### src/design/ts_pkg.sv
// Shared types and codes for the software timer slot bank.
// Used by ts_cell, ts_ctrl and multi_slot_software_timer_bank.
package ts_pkg;

  // Collect reports at most this many slots per command
  localparam int MAX_RESULTS = 8;
  localparam int NRES_W      = 4;

  typedef enum logic [2:0] {
    MD_CREATE  = 3'd0,
    MD_START   = 3'd1,
    MD_PAUSE   = 3'd2,
    MD_STOP    = 3'd3,
    MD_DELETE  = 3'd4,
    MD_TICK    = 3'd5,
    MD_COLLECT = 3'd6,
    MD_DEL_ALL = 3'd7
  } ts_mode_t;

  typedef enum logic [2:0] {
    ST_DONE    = 3'd0,
    ST_CREATED = 3'd1,
    ST_NOSLOT  = 3'd2,
    ST_EXPIRED = 3'd3,
    ST_NONE    = 3'd4
  } ts_status_t;

  // Command token that walks down the row of slot cells
  typedef struct packed {
    logic              valid;
    ts_mode_t          mode;
    logic [2:0]        slot;
    logic [15:0]       period;
    logic [15:0]       delay;
    logic              found;      // create: a free slot was claimed
    logic [2:0]        fslot;      // create: claimed slot
    logic              pend;       // collect: an expiry is held back
    logic [2:0]        pend_slot;  // collect: held slot
    logic [NRES_W-1:0] nres;       // collect: slots reported so far
  } ts_tok_t;

  // Intermediate collect result released by a cell
  typedef struct packed {
    logic       valid;
    logic [2:0] slot;
  } ts_evt_t;

endpackage

### src/design/ts_cell.sv
// One timer slot: holds the slot state and applies the passing command token.
// Depends on ts_pkg.
module ts_cell #(
  parameter int SLOT_ID = 0
) (
  input  logic            clk,
  input  logic            rst,
  input  logic            step,
  input  ts_pkg::ts_tok_t tok_i,
  output ts_pkg::ts_tok_t tok_o,
  output ts_pkg::ts_evt_t evt
);

  localparam logic [2:0] ID3   = 3'(SLOT_ID);
  localparam bit         REACH = (SLOT_ID < 8);

  logic        taken, taken_next;
  logic        active, active_next;
  logic        expired, expired_next;
  logic [15:0] delay, delay_next;
  logic [15:0] period, period_next;
  logic [15:0] count, count_next;
  ts_pkg::ts_tok_t tok_next;
  logic        hit;
  logic [16:0] cnt_inc;

  // Apply the command held in the token to this slot
  always_comb begin
    taken_next   = taken;
    active_next  = active;
    expired_next = expired;
    delay_next   = delay;
    period_next  = period;
    count_next   = count;
    tok_next     = tok_i;
    evt          = '0;
    hit          = REACH && (tok_i.slot == ID3);
    cnt_inc      = {1'b0, count} + 17'd1;
    if (tok_i.valid) begin
      unique case (tok_i.mode)
        ts_pkg::MD_CREATE: begin
          if (!tok_i.found && !taken) begin
            expired_next   = 1'b0;
            taken_next     = 1'b1;
            delay_next     = tok_i.delay;
            period_next    = tok_i.period;
            tok_next.found = 1'b1;
            tok_next.fslot = ID3;
          end
        end
        ts_pkg::MD_START: begin
          if (hit) active_next = 1'b1;
        end
        ts_pkg::MD_PAUSE: begin
          if (hit) active_next = 1'b0;
        end
        ts_pkg::MD_STOP: begin
          if (hit) begin
            active_next = 1'b0;
            count_next  = '0;
          end
        end
        ts_pkg::MD_DELETE: begin
          if (hit) begin
            active_next = 1'b0;
            count_next  = '0;
            taken_next  = 1'b0;
          end
        end
        ts_pkg::MD_TICK: begin
          // count the start delay down first, then count up to the period
          if (active) begin
            if (delay != 16'd0) begin
              delay_next = delay - 16'd1;
            end else if (cnt_inc >= {1'b0, period}) begin
              expired_next = 1'b1;
              count_next   = '0;
            end else begin
              count_next = cnt_inc[15:0];
            end
          end
        end
        ts_pkg::MD_COLLECT: begin
          // release the held expiry and hold this one, it may be the last
          if (expired && (tok_i.nres < ts_pkg::NRES_W'(ts_pkg::MAX_RESULTS))) begin
            expired_next       = 1'b0;
            evt.valid          = tok_i.pend;
            evt.slot           = tok_i.pend_slot;
            tok_next.pend      = 1'b1;
            tok_next.pend_slot = ID3;
            tok_next.nres      = tok_i.nres + ts_pkg::NRES_W'(1);
          end
        end
        ts_pkg::MD_DEL_ALL: begin
          active_next = 1'b0;
          count_next  = '0;
          taken_next  = 1'b0;
        end
      endcase
    end
  end

  // Hold state and hand the token to the next cell on each step
  always_ff @(posedge clk) begin
    if (rst) begin
      taken   <= 1'b0;
      active  <= 1'b0;
      expired <= 1'b0;
      delay   <= '0;
      period  <= '0;
      count   <= '0;
      tok_o   <= '0;
    end else if (step) begin
      taken   <= taken_next;
      active  <= active_next;
      expired <= expired_next;
      delay   <= delay_next;
      period  <= period_next;
      count   <= count_next;
      tok_o   <= tok_next;
    end
  end

endmodule

### src/design/ts_ctrl.sv
// Input word capture, step control and result register of the timer bank.
// Depends on ts_pkg.
module ts_ctrl #(
  parameter int SLOTS = 8
) (
  input  logic            clk,
  input  logic            rst,
  input  logic            s_tvalid,
  output logic            s_tready,
  input  logic [39:0]     s_tdata,
  input  logic [2:0]      s_tuser,
  output logic            m_tvalid,
  input  logic            m_tready,
  output logic [7:0]      m_tdata,
  output logic [2:0]      m_tuser,
  output logic            m_tlast,
  output logic            step,
  output ts_pkg::ts_tok_t tok0,
  input  ts_pkg::ts_tok_t tok_x,
  input  ts_pkg::ts_evt_t evts [SLOTS]
);

  logic               busy;
  logic               accept;
  logic [SLOTS-1:0]   ev_v;
  ts_pkg::ts_evt_t    ev;
  ts_pkg::ts_status_t fin_status;
  logic [2:0]         fin_slot;
  ts_pkg::ts_status_t res_status;
  logic [2:0]         res_slot;
  logic               res_last;

  // Advance the chain whenever the result register is free or being taken
  assign step     = !m_tvalid || m_tready;
  assign s_tready = !busy;
  assign accept   = s_tvalid && s_tready;
  assign m_tdata  = {5'b0, res_slot};
  assign m_tuser  = res_status;
  assign m_tlast  = res_last;

  // Gather the one cell result, if any, released this step
  always_comb begin
    ev = '0;
    for (int k = 0; k < SLOTS; k++) begin
      ev_v[k] = evts[k].valid;
      if (evts[k].valid) ev = evts[k];
    end
  end

  // Final result once the token leaves the last cell
  always_comb begin
    fin_status = ts_pkg::ST_DONE;
    fin_slot   = 3'd0;
    unique case (tok_x.mode)
      ts_pkg::MD_CREATE: begin
        fin_status = tok_x.found ? ts_pkg::ST_CREATED : ts_pkg::ST_NOSLOT;
        fin_slot   = tok_x.found ? tok_x.fslot : 3'd0;
      end
      ts_pkg::MD_COLLECT: begin
        fin_status = tok_x.pend ? ts_pkg::ST_EXPIRED : ts_pkg::ST_NONE;
        fin_slot   = tok_x.pend ? tok_x.pend_slot : 3'd0;
      end
      default: begin
        fin_status = ts_pkg::ST_DONE;
        fin_slot   = 3'd0;
      end
    endcase
  end

  // Capture the input word and track the command in flight
  always_ff @(posedge clk) begin
    if (rst) begin
      busy       <= 1'b0;
      tok0       <= '0;
    end else begin
      if (accept) begin
        busy           <= 1'b1;
        tok0.valid     <= 1'b1;
        tok0.mode      <= ts_pkg::ts_mode_t'(s_tuser);
        tok0.slot      <= s_tdata[2:0];
        tok0.period    <= s_tdata[18:3];
        tok0.delay     <= s_tdata[34:19];
        tok0.found     <= 1'b0;
        tok0.fslot     <= 3'd0;
        tok0.pend      <= 1'b0;
        tok0.pend_slot <= 3'd0;
        tok0.nres      <= '0;
      end else if (step) begin
        tok0.valid <= 1'b0;
        if (tok_x.valid) busy <= 1'b0;
      end
    end
  end

  // Load the result register
  always_ff @(posedge clk) begin
    if (rst) begin
      m_tvalid <= 1'b0;
    end else if (step) begin
      m_tvalid <= tok_x.valid || ev.valid;
    end
  end

  always_ff @(posedge clk) begin
    if (step) begin
      if (tok_x.valid) begin
        res_status <= fin_status;
        res_slot   <= fin_slot;
        res_last   <= 1'b1;
      end else begin
        res_status <= ts_pkg::ST_EXPIRED;
        res_slot   <= ev.slot;
        res_last   <= 1'b0;
      end
    end
  end

  a_busy_after_accept: assert property (@(posedge clk) disable iff (rst)
    accept |=> !s_tready)
    else $error("input taken again while a command is in flight");
  a_entry_busy: assert property (@(posedge clk) disable iff (rst)
    tok0.valid |-> busy)
    else $error("token at chain entry without a command in flight");
  a_exit_busy: assert property (@(posedge clk) disable iff (rst)
    tok_x.valid |-> busy)
    else $error("token at chain exit without a command in flight");
  a_one_event: assert property (@(posedge clk) disable iff (rst)
    $onehot0(ev_v))
    else $error("more than one cell released a result in one step");

endmodule

### src/design/multi_slot_software_timer_bank.sv
// Top level of the software timer slot bank: control stage and a row of slot cells.
// Depends on ts_pkg, ts_cell and ts_ctrl.
//
// Use: one command word enters on the s_ channel (tuser = mode, tdata = slot,
// period, start delay). The command token then walks the row of SLOTS cells,
// one cell per cycle while m_ is not stalled; each cell applies it to its own
// slot, so create takes the lowest free slot and collect visits expired slots
// in ascending order. Results leave on the m_ channel (tuser = status, tdata =
// slot, tlast marks the final result of a command). Collect gives one word per
// reported slot, at most eight, or one "nothing expired" word.
// Handshake: the final result is loaded into the result register when the token
// leaves the last cell; s_tready rises together with it, so a new word is taken
// only once the previous command is through the walk along the cell row.
// A stall on m_ (m_tvalid high, m_tready low) freezes the whole row, timers
// included, until the held word is taken; no word is lost.
// Reset (rst, synchronous) frees every slot, clears all counts, marks and
// run states, and empties the chain and the result register at once.
module multi_slot_software_timer_bank #(
  parameter int SLOTS = 8
) (
  input  logic        clk,
  input  logic        rst,
  input  logic        s_tvalid,
  output logic        s_tready,
  input  logic [39:0] s_tdata,   // slot[2:0], period[18:3], start_delay[34:19], zero[39:35]
  input  logic [2:0]  s_tuser,   // mode[2:0]
  output logic        m_tvalid,
  input  logic        m_tready,
  output logic [7:0]  m_tdata,   // slot_res[2:0], zero[7:3]
  output logic [2:0]  m_tuser,   // status[2:0]
  output logic        m_tlast    // last
);

  logic            step;
  ts_pkg::ts_tok_t chain [SLOTS+1];
  ts_pkg::ts_evt_t evts  [SLOTS];

  // Command capture and result register
  ts_ctrl #(
    .SLOTS(SLOTS)
  ) u_ctrl (
    .clk      (clk),
    .rst      (rst),
    .s_tvalid (s_tvalid),
    .s_tready (s_tready),
    .s_tdata  (s_tdata),
    .s_tuser  (s_tuser),
    .m_tvalid (m_tvalid),
    .m_tready (m_tready),
    .m_tdata  (m_tdata),
    .m_tuser  (m_tuser),
    .m_tlast  (m_tlast),
    .step     (step),
    .tok0     (chain[0]),
    .tok_x    (chain[SLOTS]),
    .evts     (evts)
  );

  // Row of slot cells, token passed from each cell to the next
  for (genvar k = 0; k < SLOTS; k++) begin : g_cell
    ts_cell #(
      .SLOT_ID(k)
    ) u_cell (
      .clk   (clk),
      .rst   (rst),
      .step  (step),
      .tok_i (chain[k]),
      .tok_o (chain[k+1]),
      .evt   (evts[k])
    );
  end

endmodule
### config.mk
export PLATFORM = sky130hd
export DESIGN_NAME = multi_slot_software_timer_bank
export DESIGN_NICKNAME = d
export VERILOG_FILES = /design/src/design/ts_pkg.sv /design/src/design/ts_cell.sv /design/src/design/ts_ctrl.sv /design/src/design/multi_slot_software_timer_bank.sv
export SDC_FILE = /design/constraint.sdc
export NUM_CORES = 2
export LEC_CHECK = 0
export BUFFER_PORTS_ARGS = -buffer_cell sky130_fd_sc_hd__buf_2
export CORE_MARGIN = 10
export CORE_UTILIZATION = 35
export CTS_CLUSTER_SIZE = 20
export DETAILED_ROUTE_END_ITERATION = 8
export GPL_ROUTABILITY_DRIVEN = 1
export HOLD_SLACK_MARGIN = 0.15
export PLACE_DENSITY = 0.55
export SKIP_CTS_REPAIR_TIMING = 1
export SYNTH_ARGS = -nofsm -noshare
export SYNTH_HDL_FRONTEND = slang
export SYNTH_SLANG_ARGS = --single-unit
### constraint.sdc
create_clock -name clk -period 5.2 [get_ports clk]
set_input_delay 1.04 -clock clk [delete_from_list [all_inputs] [get_ports clk]]
set_output_delay 1.04 -clock clk [all_outputs]
set_load 0.005 [all_outputs]
==> parameters.txt <==
Parameter                              Value

Yosys
  #FFs+latches synth    801
  Top cell type by total area after synthesis    sky130_fd_sc_hd__dfxtp_1
  Simple logic cell fraction of the synthesized area    25.5%
  Top area cells in the synthesized netlist    sky130_fd_sc_hd__dfxtp_1 (41%), sky130_fd_sc_hd__nand2_1 (12%), sky130_fd_sc_hd__a21oi_1 (9.0%)
  Sequential element share of the synthesized area    41.4%
  Largest family of logic cells by synthesized area    simple AND/OR/NAND/NOR gates
  Share of synthesized flip-flops with an asynchronous set or reset    0%
  Xor/xnor cell area share of the yosys netlist    2.39%
  Share of synthesized area spent on multiplexers    0.466%
  Cell with the most instances after synthesis    sky130_fd_sc_hd__nand2_1
  Post-synthesis compound-gate area fraction    20.2%
  Post-Synthesis Cells    5147
  Post-synth top flop    sky130_fd_sc_hd__dfxtp_1
  Distinct cell type count of the synthesized netlist    87
  Yosys warns    0
  Summed instance area of the synthesized netlist    38900 µm²
  Area share of fa/ha/maj cells after synthesis    4.82%
  EDFF count, synth    7
  Post-synth top area share    40.9%
  Avg Inst Size Synth    7.56 µm²
  Commonest cells in the netlist    sky130_fd_sc_hd__nand2_1 (1243), sky130_fd_sc_hd__dfxtp_1 (794), sky130_fd_sc_hd__a21oi_1 (700), sky130_fd_sc_hd__nor2_1 (313), sky130_fd_sc_hd__clkbuf_1 (311)

STA
  Fin. Hold Viols    0
  Fmax    240 MHz
  Setup TNS Final    0 ns
  Clock Skew    0.0161 ns
  Post-layout minimum cycle time    4.16 ns
  Count of final setup violators    0
  Total count of max-transition violations in the final report    0
  Least-Margin Pin Slew    1.15 ns
  Final clock period utilization by the worst path    80.0%
  Worst max-slew margin expressed relative to the limit    22.6%
  RSZ-0062 raised after global routing    false

Hold path
  Type of the worst min-delay path    reg2reg
  Origin of the worst min-delay path    g_cell[6].u_cell.tok_o[27]$_SDFFE_PP0N_

CTS
  Maximum level of the CTS H-tree    3
  Sinks on Clock Net    801
  Clock-pin slew reported for the worst setup and hold paths after clock tree synthesis    0.06 ns
  Clk_lat worst skew    0.65 ns
  Clock tree from TritonCTS    done
  Largest buffer count on any clock path    3
  Root buf cell    sky130_fd_sc_hd__clkbuf_16
  Total CTS buffers    88

Setup path
  Critical path class    reg2reg
  Endpoint required time on the critical path    5.75 ns
  Max FO, Critical Path    15
  Critical Path Source    g_cell[2].u_cell.count[0]$_SDFFE_PP0P_
  Critical Path Source Type    flip-flop
  Critical register-to-register path startpoint    g_cell[2].u_cell.count[0]$_SDFFE_PP0P_
  Arrival @ worst endpoint    4.71 ns
  Critical path endpoint category    flip-flop

Final layout
  Register area    16100 µm²
  FILL cells    11800
  N_diodes    0
  Nets@finish    5202
  Proportion of layout cells with a drive suffix above 1    5.80%
  Non-filler instance count after layout    6560
  Area growth from synthesis to layout    11.3%
  Area of the multi-input gates    20800 µm²

Die
  Site Rows    122
  Effective utilization at floorplan    35.2%
  Floorplan core area    111000 µm²
  Width of the die    353 µm
  Number of top-level pins    61
  DIE AREA    125000 µm²
  Die Ht    353 µm

Route
  Vias    34300
  1st-pass router iterations    5
  Per-cell via count in the routed design    5.23
  Wire length reported by the detailed router    101000 µm
  Average wire per cell in the routed design    15.4 µm
  DR DRC count    0
  Post-route antenna net violation count    0
  Detailed Route Iter0 Violations    2183

Placed design
  Final Wtd Congestion    0.830
  HPWL reported at the end of detailed placement    67200 µm
  Cell Count Post-Placement    6403
  Count of port buffers added during placement    50

Global route
  Antenna violations before repair    0
  Total overflow reported by the global router    0
  Pin count of the biggest net entering global routing    180
  Global-route wire length before repair    166000 µm
  GRT Overall Usage    15.4%
  Number of global-route vias before repair    31800

Run
  Max Cap Viol    0

Power
  LEAKAGE    14.7 nW
  Peak supply drop    200 µV
  Power density of the placed cells    308 nW/µm²

Run status
  Result of the run    complete, no violations
## cells in the final DEF (no fill, tap or decap), types with 105 or more instances in the layout
master	instances
sky130_fd_sc_hd__nor3_1	105
sky130_fd_sc_hd__nand3_1	149
sky130_fd_sc_hd__nor2_1	313
sky130_fd_sc_hd__nand4_1	116
sky130_fd_sc_hd__a21oi_1	700
sky130_fd_sc_hd__ha_1	150
sky130_fd_sc_hd__dfxtp_1	794
sky130_fd_sc_hd__inv_1	180
sky130_fd_sc_hd__nand2_1	1243
sky130_fd_sc_hd__o21ai_0	223
## final cells by class
type / instances / share of cell area (%)
inverter: 182 / 1.60
multi-input combinational: 3827 / 48.2
clock inverter: 32 / 1.20
clock buffer: 125 / 5.90
tap: 1488 / 4.30
sequential: 801 / 37.2
timing repair buffer: 105 / 1.64
## path summary, 6_finish.rpt
path	cells after the start	endpoint	slack, ns
max	12	g_cell[2].u_cell.count[0]$_SDFFE_PP0P_	1.04
min	2	g_cell[6].u_cell.tok_o[27]$_SDFFE_PP0N_	0.44
max reg2reg	12	g_cell[2].u_cell.count[0]$_SDFFE_PP0P_	1.04
min reg2reg	2	g_cell[6].u_cell.tok_o[27]$_SDFFE_PP0N_	0.44
## layer usage
metal  GRT usage, %  vias up  share of wire (%)
li1               -    17700                  -
met1           21.3    16000                 49
met2           24.9      534                 45
met3           1.99      139                3.5
met4           4.43        0                2.5
met5              0        -                  0
## kinds of logic after synthesis
kind of cell | Yosys count
adder cells (fa/ha/maj) | 150
flip-flops | 801
AND/OR/NAND/NOR | 2226
AO/OA/AOI/OAI | 1322
other | 1
multiplexers | 18
buffers and inverters | 523
XOR/XNOR | 106
## registers in the layout, summed over array words and instances, names as in the netlist
| signal | cells |
|---|---|
| g_cell.u_cell.delay | 128 |
| g_cell.u_cell.expired | 8 |
| u_ctrl.m_tvalid | 1 |
| g_cell.u_cell.taken | 8 |
| u_ctrl.busy | 1 |
| g_cell.u_cell.count | 128 |
| u_ctrl.res_slot | 3 |
| u_ctrl.m_tlast | 1 |
| g_cell.u_cell.period | 128 |
| g_cell.u_cell.active | 8 |
| g_cell.u_cell.tok_o | 345 |
| u_ctrl.tok0 | 39 |
| u_ctrl.m_tuser | 3 |
## stage by stage
step | area (µm²) | total power, mW | setup WS [ns] | utilization (%) | hold slack [ns]
floorplan | 38900 | 6.67 | 1.29 | - | 0.406
global placement | 40200 | 6.80 | 1.15 | 36.4 | 0.434
detailed placement | 40200 | 6.80 | 1.06 | 36.4 | 0.440
CTS | 43300 | 13.5 | 1.04 | 39.2 | 0.447
global route | 43300 | 13.8 | 0.751 | 39.2 | 0.459
finish | 43300 | 13.3 | 1.04 | 39.2 | 0.443
## critical path: stages, from the launching register on
cell,delay (ns)
sky130_fd_sc_hd__dfxtp_1,0.42
sky130_fd_sc_hd__ha_1,0.28
sky130_fd_sc_hd__nand3_1,0.16
sky130_fd_sc_hd__or4_1,0.65
sky130_fd_sc_hd__nor3_1,0.30
sky130_fd_sc_hd__xor2_1,0.24
sky130_fd_sc_hd__ha_1,0.30
sky130_fd_sc_hd__a21o_1,0.17
sky130_fd_sc_hd__a211o_1,0.29
sky130_fd_sc_hd__a221o_1,0.26
sky130_fd_sc_hd__a211oi_1,0.23
sky130_fd_sc_hd__nand2b_1,0.41
sky130_fd_sc_hd__o31ai_1,0.34
## power breakdown
group | switching [mW] | total (mW) | internal, mW
clock network | 2.61 | 6.68 | 4.06
registers | 0.0677 | 6.27 | 6.20
logic | 0.282 | 0.394 | 0.112
total | 2.96 | 13.3 | 10.4
Note: power is estimated with default switching activity, not from simulation.
